`src/rtl/core/fantc_pkg.sv`:
```
// Package for the fan thermostat core: shared types, event codes and constants.
// No dependencies; every other file of the core imports it.

package fantc_pkg;

	// Event codes carried on the op field.
	typedef enum logic [1:0] {
		OP_TICK      = 2'd0,
		OP_TX_START  = 2'd1,
		OP_TX_END    = 2'd2,
		OP_POWER_OFF = 2'd3
	} fantc_op_t;

	// Configuration register indexes.
	typedef enum logic [1:0] {
		REG_FAN_MODE  = 2'd0,
		REG_LOW_THR   = 2'd1,
		REG_HIGH_THR  = 2'd2,
		REG_COOLDOWN  = 2'd3
	} fantc_reg_t;

	// Fan mode codes; the unused code behaves as auto.
	localparam logic [1:0] MODE_AUTO = 2'd0;
	localparam logic [1:0] MODE_OFF  = 2'd1;
	localparam logic [1:0] MODE_ON   = 2'd2;

	localparam int TEMP_W = 13;
	localparam int SECS_W = 7;

	// Valid sensor window in 1/16 degree steps (-20 and 120 degrees).
	localparam logic signed [TEMP_W-1:0] TEMP_MIN_Q4 = -13'sd320;
	localparam logic signed [TEMP_W-1:0] TEMP_MAX_Q4 = 13'sd1920;

	// Cooldown conversion: ceiling of ms / 1000, clamped at 66 seconds.
	localparam logic [31:0]       CLAMP_MS    = 32'd65000;
	localparam logic [SECS_W-1:0] CLAMP_SECS  = 7'd66;
	localparam logic [16:0]       ROUND_UP_MS = 17'd999;
	// 2^26 / 1000 rounded up; exact quotient for dividends below 66000.
	localparam logic [16:0]       RECIP_1000  = 17'd67109;
	localparam int                RECIP_SHIFT = 26;

	// Reset values of the registers.
	localparam logic [1:0]  RST_FAN_MODE = MODE_AUTO;
	localparam logic [6:0]  RST_LOW_THR  = 7'd30;
	localparam logic [6:0]  RST_HIGH_THR = 7'd36;
	localparam logic [15:0] RST_COOLDOWN = 16'd10000;

	typedef struct packed {
		logic [1:0]  fan_mode;
		logic [6:0]  low_threshold_c;
		logic [6:0]  high_threshold_c;
		logic [15:0] cooldown_ms;
	} fantc_cfg_t;

	typedef struct packed {
		logic        thermostat_latch;
		logic        transmitting;
		logic        cooldown_pending;
		logic [31:0] cooldown_deadline;
		logic        halted;
		logic        fan_level;
		logic        fault_flag;
	} fantc_state_t;

endpackage

```
`src/rtl/core/fantc_cfg.sv`:
```
// Configuration register bank of the fan thermostat core.
// Depends on fantc_pkg for the register indexes and the configuration struct.

module fantc_cfg import fantc_pkg::*; (
	input  logic        clk,
	input  logic        arst_n,
	input  logic        cfg_valid,
	output logic        cfg_ready,
	input  logic [1:0]  cfg_index,
	input  logic [15:0] cfg_data,
	output fantc_cfg_t  cfg
);

	fantc_cfg_t cfg_q;

	assign cfg_ready = 1'b1;
	assign cfg       = cfg_q;

	always_ff @(posedge clk or negedge arst_n) begin
		if (!arst_n) begin
			cfg_q.fan_mode         <= RST_FAN_MODE;
			cfg_q.low_threshold_c  <= RST_LOW_THR;
			cfg_q.high_threshold_c <= RST_HIGH_THR;
			cfg_q.cooldown_ms      <= RST_COOLDOWN;
		end else if (cfg_valid && cfg_ready) begin
			unique case (fantc_reg_t'(cfg_index))
				REG_FAN_MODE: cfg_q.fan_mode         <= cfg_data[1:0];
				REG_LOW_THR:  cfg_q.low_threshold_c  <= cfg_data[6:0];
				REG_HIGH_THR: cfg_q.high_threshold_c <= cfg_data[6:0];
				REG_COOLDOWN: cfg_q.cooldown_ms      <= cfg_data;
				default: ;
			endcase
		end
	end

endmodule

```
`src/rtl/core/fantc_secs.sv`:
```
// Cooldown seconds: ceiling of a millisecond count divided by 1000, clamped at 66.
// Depends on fantc_pkg for the reciprocal and clamp constants.

module fantc_secs import fantc_pkg::*; (
	input  logic              active,
	input  logic [31:0]       ms,
	output logic [SECS_W-1:0] secs
);

	logic [16:0] dividend;
	logic [33:0] prod;
	logic        clamp;

	// Below the clamp the count fits in 16 bits, so the rounded dividend fits in 17.
	assign clamp    = ms > CLAMP_MS;
	assign dividend = ms[16:0] + ROUND_UP_MS;
	assign prod     = 34'(dividend) * 34'(RECIP_1000);

	always_comb begin
		if (!active) begin
			secs = '0;
		end else if (clamp) begin
			secs = CLAMP_SECS;
		end else begin
			secs = prod[RECIP_SHIFT +: SECS_W];
		end
	end

endmodule

```
`src/rtl/core/fantc_step.sv`:
```
// Next-state and result logic for one event of the fan thermostat core.
// Depends on fantc_pkg and instantiates fantc_secs for the cooldown report.

module fantc_step import fantc_pkg::*; (
	input  fantc_state_t             st,
	input  fantc_cfg_t               cfg,
	input  logic [1:0]               op,
	input  logic [31:0]              now_ms,
	input  logic signed [TEMP_W-1:0] temperature,
	input  logic                     temp_valid,
	output fantc_state_t             nx,
	output logic [SECS_W-1:0]        secs
);

	logic [31:0]       since_dl;
	logic [31:0]       remain;
	logic              reached;
	logic              fault;
	logic signed [13:0] temp_x;
	logic signed [13:0] hi_q4;
	logic signed [13:0] lo_q4;
	logic              cooling;
	logic              arm;
	logic [31:0]       remain_n;
	logic              reached_n;
	logic              pend_n;
	logic [31:0]       report_ms;
	logic              report_on;

	// Deadline reached when the wrapped difference now - deadline is not negative.
	assign since_dl = now_ms - st.cooldown_deadline;
	assign remain   = st.cooldown_deadline - now_ms;
	assign reached  = ~since_dl[31];

	assign fault = !temp_valid || (temperature < TEMP_MIN_Q4) || (temperature > TEMP_MAX_Q4);

	assign temp_x = 14'(temperature);
	assign hi_q4  = signed'({3'b000, cfg.high_threshold_c, 4'b0000});
	assign lo_q4  = signed'({3'b000, cfg.low_threshold_c, 4'b0000});

	assign cooling = st.transmitting || (st.cooldown_pending && !reached);

	always_comb begin
		nx  = st;
		arm = 1'b0;
		unique case (fantc_op_t'(op))
			OP_TICK: begin
				if (!st.halted) begin
					nx.fault_flag = fault;
					if (cfg.fan_mode == MODE_ON) begin
						nx.fan_level = 1'b1;
					end else if (cfg.fan_mode == MODE_OFF) begin
						nx.fan_level = 1'b0;
					end else if (fault) begin
						nx.fan_level = 1'b1;
					end else begin
						if (temp_x >= hi_q4) begin
							nx.thermostat_latch = 1'b1;
						end else if (temp_x < lo_q4) begin
							nx.thermostat_latch = 1'b0;
						end
						nx.fan_level = nx.thermostat_latch || cooling;
					end
				end
			end
			OP_TX_START: begin
				nx.transmitting = 1'b1;
				if (cfg.fan_mode != MODE_OFF && cfg.fan_mode != MODE_ON && !st.halted) begin
					nx.fan_level = 1'b1;
				end
			end
			OP_TX_END: begin
				if (!st.halted) begin
					arm                  = 1'b1;
					nx.cooldown_deadline = now_ms + 32'(cfg.cooldown_ms);
					nx.cooldown_pending  = 1'b1;
				end
				nx.transmitting = 1'b0;
			end
			OP_POWER_OFF: begin
				nx.halted           = 1'b1;
				nx.transmitting     = 1'b0;
				nx.cooldown_pending = 1'b0;
				nx.fan_level        = 1'b0;
			end
			default: ;
		endcase

		// A freshly armed deadline lies exactly cooldown_ms ahead.
		if (arm) begin
			remain_n  = 32'(cfg.cooldown_ms);
			reached_n = (cfg.cooldown_ms == '0);
		end else begin
			remain_n  = remain;
			reached_n = reached;
		end

		// The report retires an expired deadline unless a transmit is active.
		pend_n              = nx.cooldown_pending && (nx.transmitting || !reached_n);
		nx.cooldown_pending = pend_n;

		if (nx.transmitting) begin
			report_ms = 32'(cfg.cooldown_ms);
			report_on = 1'b1;
		end else begin
			report_ms = remain_n;
			report_on = pend_n;
		end
	end

	fantc_secs u_secs (
		.active (report_on),
		.ms     (report_ms),
		.secs   (secs)
	);

endmodule

```
`src/rtl/core/fan_thermostat_with_tx_cooldown_core.sv`:
```
// Fan thermostat core: one request in, one result out, both with valid and stall.
// A request accepted into the input stage has its result registered in the result register.
// Throughput: one request per cycle unless out_stall holds a result; the event logic sits
// between the input stage and the result register, and state is written back in the same cycle.
// Reset (arst_n, asynchronous, active low) clears control state, loads the register
// defaults and sets the fan on. Depends on fantc_pkg, fantc_cfg, fantc_step, fantc_secs.

module fan_thermostat_with_tx_cooldown_core import fantc_pkg::*; (
	input  logic                     clk,
	input  logic                     arst_n,
	// Request channel.
	input  logic                     in_valid,
	output logic                     in_stall,
	input  logic [1:0]               op,
	input  logic [31:0]              now_ms,
	input  logic signed [TEMP_W-1:0] temperature,
	input  logic                     temp_valid,
	// Result channel.
	output logic                     out_valid,
	input  logic                     out_stall,
	output logic                     fan_drive,
	output logic                     thermostat_on,
	output logic [SECS_W-1:0]        cooldown_secs,
	output logic                     sensor_fault,
	// Configuration write channel.
	input  logic                     cfg_valid,
	output logic                     cfg_ready,
	input  logic [1:0]               cfg_index,
	input  logic [15:0]              cfg_data
);

	fantc_cfg_t   cfg;
	fantc_state_t st_q;
	fantc_state_t st_nx;
	logic [SECS_W-1:0] secs_nx;

	// Input stage.
	logic                     valid_s1;
	logic [1:0]               op_s1;
	logic [31:0]              now_s1;
	logic signed [TEMP_W-1:0] temp_s1;
	logic                     tvalid_s1;

	// Result register.
	logic              out_valid_q;
	logic              fan_q;
	logic              latch_q;
	logic [SECS_W-1:0] secs_q;
	logic              fault_q;

	logic advance;

	// The result register takes a new result whenever it is empty or being drained,
	// so the input stage only stalls when a finished result is held back.
	assign advance  = !out_valid_q || !out_stall;
	assign in_stall = valid_s1 && !advance;

	fantc_cfg u_cfg (
		.clk       (clk),
		.arst_n    (arst_n),
		.cfg_valid (cfg_valid),
		.cfg_ready (cfg_ready),
		.cfg_index (cfg_index),
		.cfg_data  (cfg_data),
		.cfg       (cfg)
	);

	fantc_step u_step (
		.st          (st_q),
		.cfg         (cfg),
		.op          (op_s1),
		.now_ms      (now_s1),
		.temperature (temp_s1),
		.temp_valid  (tvalid_s1),
		.nx          (st_nx),
		.secs        (secs_nx)
	);

	// Input stage control.
	always_ff @(posedge clk or negedge arst_n) begin
		if (!arst_n) begin
			valid_s1 <= 1'b0;
		end else if (!in_stall) begin
			valid_s1 <= in_valid;
		end
	end

	// Input stage payload.
	always_ff @(posedge clk) begin
		if (in_valid && !in_stall) begin
			op_s1     <= op;
			now_s1    <= now_ms;
			temp_s1   <= temperature;
			tvalid_s1 <= temp_valid;
		end
	end

	// Controller state is committed as the event moves into the result register,
	// so the request right behind it sees the updated state.
	always_ff @(posedge clk or negedge arst_n) begin
		if (!arst_n) begin
			st_q.thermostat_latch  <= 1'b0;
			st_q.transmitting      <= 1'b0;
			st_q.cooldown_pending  <= 1'b0;
			st_q.cooldown_deadline <= '0;
			st_q.halted            <= 1'b0;
			st_q.fan_level         <= 1'b1;
			st_q.fault_flag        <= 1'b0;
		end else if (valid_s1 && advance) begin
			st_q <= st_nx;
		end
	end

	// Result register control.
	always_ff @(posedge clk or negedge arst_n) begin
		if (!arst_n) begin
			out_valid_q <= 1'b0;
		end else if (advance) begin
			out_valid_q <= valid_s1;
		end
	end

	// Result register payload.
	always_ff @(posedge clk) begin
		if (valid_s1 && advance) begin
			fan_q   <= st_nx.fan_level;
			latch_q <= st_nx.thermostat_latch;
			secs_q  <= secs_nx;
			fault_q <= st_nx.fault_flag;
		end
	end

	assign out_valid     = out_valid_q;
	assign fan_drive     = fan_q;
	assign thermostat_on = latch_q;
	assign cooldown_secs = secs_q;
	assign sensor_fault  = fault_q;

	// After power off the fan is held off and no cooldown can be armed.
	a_halt_fan_off: assert property (@(posedge clk) disable iff (!arst_n)
		st_q.halted |-> !st_q.fan_level)
		else $error("fan on while halted");

	a_halt_no_cooldown: assert property (@(posedge clk) disable iff (!arst_n)
		st_q.halted |-> !st_q.cooldown_pending)
		else $error("cooldown pending while halted");

	a_secs_clamped: assert property (@(posedge clk) disable iff (!arst_n)
		out_valid_q |-> (secs_q <= CLAMP_SECS))
		else $error("cooldown seconds above clamp");

	a_accept_loads_stage: assert property (@(posedge clk) disable iff (!arst_n)
		(in_valid && !in_stall) |=> valid_s1)
		else $error("accepted request not held in input stage");

endmodule
```
`config.mk`:
```
export PLATFORM = sky130hd
export DESIGN_NAME = fan_thermostat_with_tx_cooldown_core
export DESIGN_NICKNAME = d
export VERILOG_FILES = /design/src/rtl/core/fantc_pkg.sv /design/src/rtl/core/fantc_cfg.sv /design/src/rtl/core/fantc_secs.sv /design/src/rtl/core/fantc_step.sv /design/src/rtl/core/fan_thermostat_with_tx_cooldown_core.sv
export SDC_FILE = /design/constraint.sdc
export NUM_CORES = 1
export LEC_CHECK = 0
export BUFFER_PORTS_ARGS = -buffer_cell sky130_fd_sc_hd__buf_2
export CAP_MARGIN = 20
export CORE_UTILIZATION = 55
export DETAILED_ROUTE_END_ITERATION = 6
export PLACE_DENSITY_LB_ADDON = 0.08
export SETUP_SLACK_MARGIN = 0.1
export SYNTH_ARGS = -nofsm -noshare
export SYNTH_HDL_FRONTEND = slang
export SYNTH_HIERARCHICAL = 1
export SYNTH_SLANG_ARGS = --single-unit
```
`constraint.sdc`:
```
create_clock -name clk -period 9 [get_ports clk]
set_input_delay 1.35 -clock clk [delete_from_list [all_inputs] [get_ports clk]]
set_output_delay 1.35 -clock clk [all_outputs]
set_load 0.05 [all_outputs]
```
* Yosys cells after proc, flatten, opt, wreduce, memory -nomap -nowiden
Index checks and enable logic that the tools add are counted.
** Operators by class
- Multiply operators :: 1
- Bitwise logic cells :: 3
- Div/mod/pow operators :: 0
- Order comparisons :: 5
- Eq/ne operators :: 10
- Multiplexer cells :: 29
- Reduce and logical (&&, ||, !) cells :: 31
- $add $sub $neg :: 4
- Shift-type cells :: 0
** Operator list (count)
- 32-bit two-way mux :: 2
- 32-bit subtractor :: 2
- 17-bit by 17-bit multiplier with 33-bit output, second input constant :: 1
- 33-bit two-way mux :: 1
- 32-bit by 16-bit adder with 32-bit output :: 1
- 32-bit by 16-bit greater-than comparator with 1-bit output, second input constant :: 1
- 1-bit two-way mux :: 21
- 17-bit by 10-bit adder with 17-bit output, second input constant :: 1
- 16-bit zero test :: 1
- 13-bit by 12-bit >= comparator with 1-bit output :: 1
- 13-bit by 12-bit greater-than comparator with 1-bit output, second input constant :: 1
- 13-bit by 10-bit < comparator with 1-bit output, second input constant :: 1
- 13-bit by 12-bit < comparator with 1-bit output :: 1
- 2-bit == test, second input constant :: 5
- 2-bit AND reduction :: 5
- 1-bit logical AND :: 7
- 1-bit zero test :: 7
- 7-bit two-way mux :: 1
- 2-bit by 1-bit == test with 1-bit output, second input constant :: 3
- 1-bit logical OR :: 6
- 2-bit zero test :: 2
- 1-bit case mux with 2 select lines :: 2
- 2-bit OR reduction :: 2
- 1-bit NOT :: 3
- 5 further kinds :: 5
** Storage, ports and cells
- Memory bits (writable) :: 0
- Bits of input ports :: 71
- Bits in latches :: 0
- Output and inout bits :: 13
- Memories kept :: 0
- Register bits after elaboration :: 130
- ROM bits :: 0

* Depth between registers and ports, before layout
- Depth in word-level cells :: 14
- Mapped depth :: 33
- Gate-level depth less buffers :: 32

* Cells and area by module
Netlist, hierarchy kept.
** By module, submodules not included
- fantc_step :: seq. area each 0.0 um^2, cells an instance 711, area an instance 4543.1 um^2, instances 1
- fantc_secs :: seq. area each 0.0 um^2, cells an instance 467, area an instance 4130.2 um^2, instances 1
- fan_thermostat_with_tx_cooldown_core :: seq. area each 2743.9 um^2, cells an instance 146, area an instance 3291.9 um^2, instances 1
- fantc_cfg :: seq. area each 814.5 um^2, cells an instance 71, area an instance 1282.5 um^2, instances 1

* Worst setup path before layout
Ideal clock, no wire load.
- Path kind :: reg2reg
- Start point :: register now_s1[0]
- End point :: register secs_q[4] (netlist: cooldown_secs[4]), data pin
- Library setup time :: 147 ps
- Setup slack :: 1737 ps
- Stages on the path, launching flop included :: 30
- Data arrival time :: 7117 ps
- Clock period less this slack :: 7263 ps
- Path buffers :: 0
- Cell sequence :: edfxtp_1 -> ha_1 -> fa_1 -> nand2b_1 -> a21oi_1 -> o21ai_0 -> nand2_1 -> xnor2_1 -> o21ai_0 -> and3_1 -> and3_1 -> nand2_1 -> xor2_2 -> inv_1 -> ha_1 -> fa_1 -> inv_1 -> fa_1 -> inv_1 -> fa_1 -> inv_1 -> fa_1 -> inv_1 -> ha_1 -> nand4_2 -> nor4_4 -> and3_4 -> a311oi_1 -> or3_1 -> a21oi_1
** Between the ends
- Elaborated cells between the ends (all ways) :: 15
- Those cells by class :: add/sub: 3; mul: 1; order compare: 1; mux: 4; bitwise: 2; reduce/logical: 4
** RTL lines
- start, declared :: RTL line fan_thermostat_with_tx_cooldown_core.sv:40 : logic [31:0] now_s1;
- start signal, assigned :: RTL line fan_thermostat_with_tx_cooldown_core.sv:92 : now_s1 <= now_ms;
- 32-bit subtractor (*) :: RTL line fantc_step.sv:32 : assign remain = st.cooldown_deadline - now_ms;
- 32-bit two-way mux (*) :: RTL line fantc_step.sv:90 : if (arm) begin
- 32-bit two-way mux (*) :: RTL line fantc_step.sv:102 : if (nx.transmitting) begin
- named net u_step.report_ms[10] :: RTL line fantc_step.sv:27 : logic [31:0] report_ms;
- 17-bit by 10-bit adder with 17-bit output or 32-bit by 16-bit greater-than comparator with 1-bit output (tied branches) :: RTL line fantc_secs.sv:16, fantc_secs.sv:15
- 17-bit by 17-bit multiplier with 33-bit output or 2-bit OR reduction (tied branches)
- end signal, assigned :: RTL line fan_thermostat_with_tx_cooldown_core.sv:128 : secs_q <= secs_nx;
- end, declared :: RTL line fan_thermostat_with_tx_cooldown_core.sv:48 : logic [SECS_W-1:0] secs_q;
Mark *: on every way through the listed nets, which the timed path passes. The rest lies on a longest branch.
A chain may end at the register's enable or synchronous reset.

* Worst setup path after layout
Ends and elaborated chain as after synthesis.

==> results.json <==
{
  "syn_inst": 1395,
  "synth_area_leaders": "ha_1, edfxtp_1, dfrtp_1",
  "worst_pin_slew_ps": 999,
  "fmax_mhz": 124,
  "num_vias": 9891,
  "antenna_found_initial": 0,
  "cp_slowest_cell": "o21ai_0",
  "syn-num-nets": 1737,
  "ys_seq_area_share_pct": 26.9,
  "setup_viol": 0,
  "hold_viol": 0,
  "ys_ff_latch": 130,
  "grt.total_usage_pct": 25.5,
  "clockBufferDepth": 2,
  "dp.cells": 1774,
  "area_growth_pct": 9.64,
  "setup_tns_ps": 0,
  "crit_path_start_kind": "flip-flop",
  "grt_pass1_wl_um": 48900,
  "skew_ps": 13.7,
  "synth_edf_count": 58,
  "hpwlAfterDp_um": 23400,
  "clk_latency_ps": 430,
  "cts_hold_buf": 0,
  "fin_nets": 1816,
  "routedWlPerCell_um": 16.2,
  "status": "finished, final reports clean",
  "antenna_cells": 0,
  "rrSetupSlack_ps": 940,
  "dieArea_mm2": 0.0247,
  "async_flop_share_pct": 55.4,
  "r2r_end": "cooldown_secs[4]",
  "routed_via_density": 5.48,
  "htree_levels": 4,
  "rsz0062_at_grt": "no",
  "syn_area_per_cell_um2": 9.50,
  "drtIter0Drc": 501,
  "synth.cell_area_mm2": 0.0132,
  "final.min_clock_period_ps": 8060,
  "yosysTopAreaCell": "ha_1",
  "cts_tree": "built",
  "end_kind": "flip-flop",
  "ios": 84,
  "hold_path_depth": 1,
  "cts_root_buf": "clkbuf_16",
  "start_util_pct": 56.3,
  "worstReg2RegStart": "now_s1[0]",
  "arrival_ps": 8330,
  "cts_setup_buffers": 0,
  "min_path_type": "reg2reg",
  "critPathMaxStageDelay_ps": 560,
  "path_class": "reg2reg",
  "synth_cell_types": 80,
  "die_x_um": 157,
  "port_buffers": 82,
  "coreArea_mm2": 0.0235,
  "wl_um": 29300,
  "yosysWarnings": 6,
  "period_share_pct": 89.6,
  "cts_sinks": 130,
  "fin_cells": 1806,
  "worst-path-max-fanout": 5,
  "slew_viol_final": 0,
  "netlist.area_leader.share_pct": 21.4,
  "synth_flop_cell": "dfrtp_1",
  "worstHoldStart": "valid_s1",
  "place.gp.congestion": 0.894,
  "grt_pass1_vias": 9831,
  "final_layout_size_suffix_gt1_share_pct": 16.1,
  "die_y_um": 157,
  "antenna_left": 0,
  "remaining_drc_errors": 0,
  "setup_slack_ps": 938,
  "place_ws_ps": 971,
  "relSlewSlack_pct": 33.4,
  "ctsResizeCount": 0,
  "ff2ff_path_depth": 29,
  "cap_viol_max_count": 0,
  "grt_max_degree": 73,
  "rows": 56,
  "overflow": 0,
  "min_to": "out_valid",
  "first_pass_iters": 5,
  "cts_buffers": 17,
  "clk_pin_slew_ps": 60,
  "worstPathRequired_ps": 9270
}
layer usage:
| layer | vias up | track usage [%] | wire (um) |
|---|---|---|---|
| li1 | 5023 | - | - |
| met2 | 189 | 42.6 | 13800 |
| met1 | 4650 | 34.6 | 14200 |
| met3 | 29 | 3.30 | 897 |
| met5 | - | 0 | 0 |
| met4 | 0 | 6.52 | 434 |
logic make-up after synthesis:
group                    Yosys count  synth area share (%)
adder cells (fa/ha/maj)          271                  28.1
buffers and inverters            237                  7.11
other                              1                0.0283
XOR/XNOR                          78                  5.33
AO/OA/AOI/OAI                    280                  13.5
AND/OR/NAND/NOR                  326                  12.4
multiplexers                      72                  6.66
flip-flops                       130                  26.9
critical path: cells and delay by family, from the launching register on:
family                     cells  cell delay (ps)
xor gates and xnor gates       2              360
adders and majority gates      8             3390
and+or+nand+nor                9             1990
AOI/OAI and AO/OA              5             1330
DFF                            1              420
buffers and inverters          5              400
through the flow:
| stage | hold WS (ps) | area, um2 | utilization [%] |
|---|---|---|---|
| 4_1_cts | 485 | 14500 | 61.7 |
| 2_1_floorplan | 442 | 13200 | - |
| 5_1_grt | 498 | 14500 | 61.7 |
| 6_report | 481 | 14500 | 61.7 |
| 3_3_place_gp | 456 | 14000 | 59.3 |
| 3_5_place_dp | 470 | 14000 | 59.3 |
cells in the mapped netlist, types with 9 or more instances:
cell type	count
mux2_4	19
a21o_1	19
nor3_1	22
dfstp_2	12
edfxtp_1	58
ha_1	227
mux2_2	53
nand4_1	14
xnor2_1	48
clkbuf_1	18
xor2_1	27
nand2b_1	21
nand3_1	30
a31oi_1	12
o211ai_1	10
inv_1	208
a211oi_1	9
nand2_1	108
o21ai_0	85
fa_1	44
nor2_1	59
dfrtp_1	60
o21a_1	10
a21oi_1	68
nor4_1	20
state kept, by name, summed over array words and instances, names as in the netlist:
name           count
cooldown_secs      7
temp_s1           13
tvalid_s1          1
valid_s1           1
thermostat_on      1
st_q              38
op_s1              2
out_valid          1
now_s1            32
u_cfg/cfg         32
fan_drive          1
sensor_fault       1
cell usage in the layout (no fill, tap or decap), types with 53 or more instances in the layout:
cell type,Yosys,routed
edfxtp_1,58,58
o21ai_0,85,85
a21oi_1,68,68
mux2_2,53,53
inv_1,208,208
buf_2,2,81
nand2_1,108,108
ha_1,227,227
nor2_1,59,59
dfrtp_1,60,60
layout make-up:
class	count	area [um2]
inverters	209	785
clock inverters	14	140
well taps	319	399
flip-flops and latches	130	3560
repair buffers	88	458
multi-input cells	1028	8760
clock buffers	18	429
fillers	2063	9020
how the worst max path moves through the flow:
stage                         start  slack [ps]               end
after detailed placement  now_s1[0]         970  cooldown_secs[4]
after global routing      now_s1[0]         300  cooldown_secs[4]
final                     now_s1[0]         940  cooldown_secs[4]
after CTS                 now_s1[0]         950  cooldown_secs[4]
after global placement    now_s1[0]        1180  cooldown_secs[4]
after floorplan           now_s1[0]        1740  cooldown_secs[4]
Power is not shown: default switching activity piles up to over one toggle a cycle in this logic, so the estimate is an artifact.
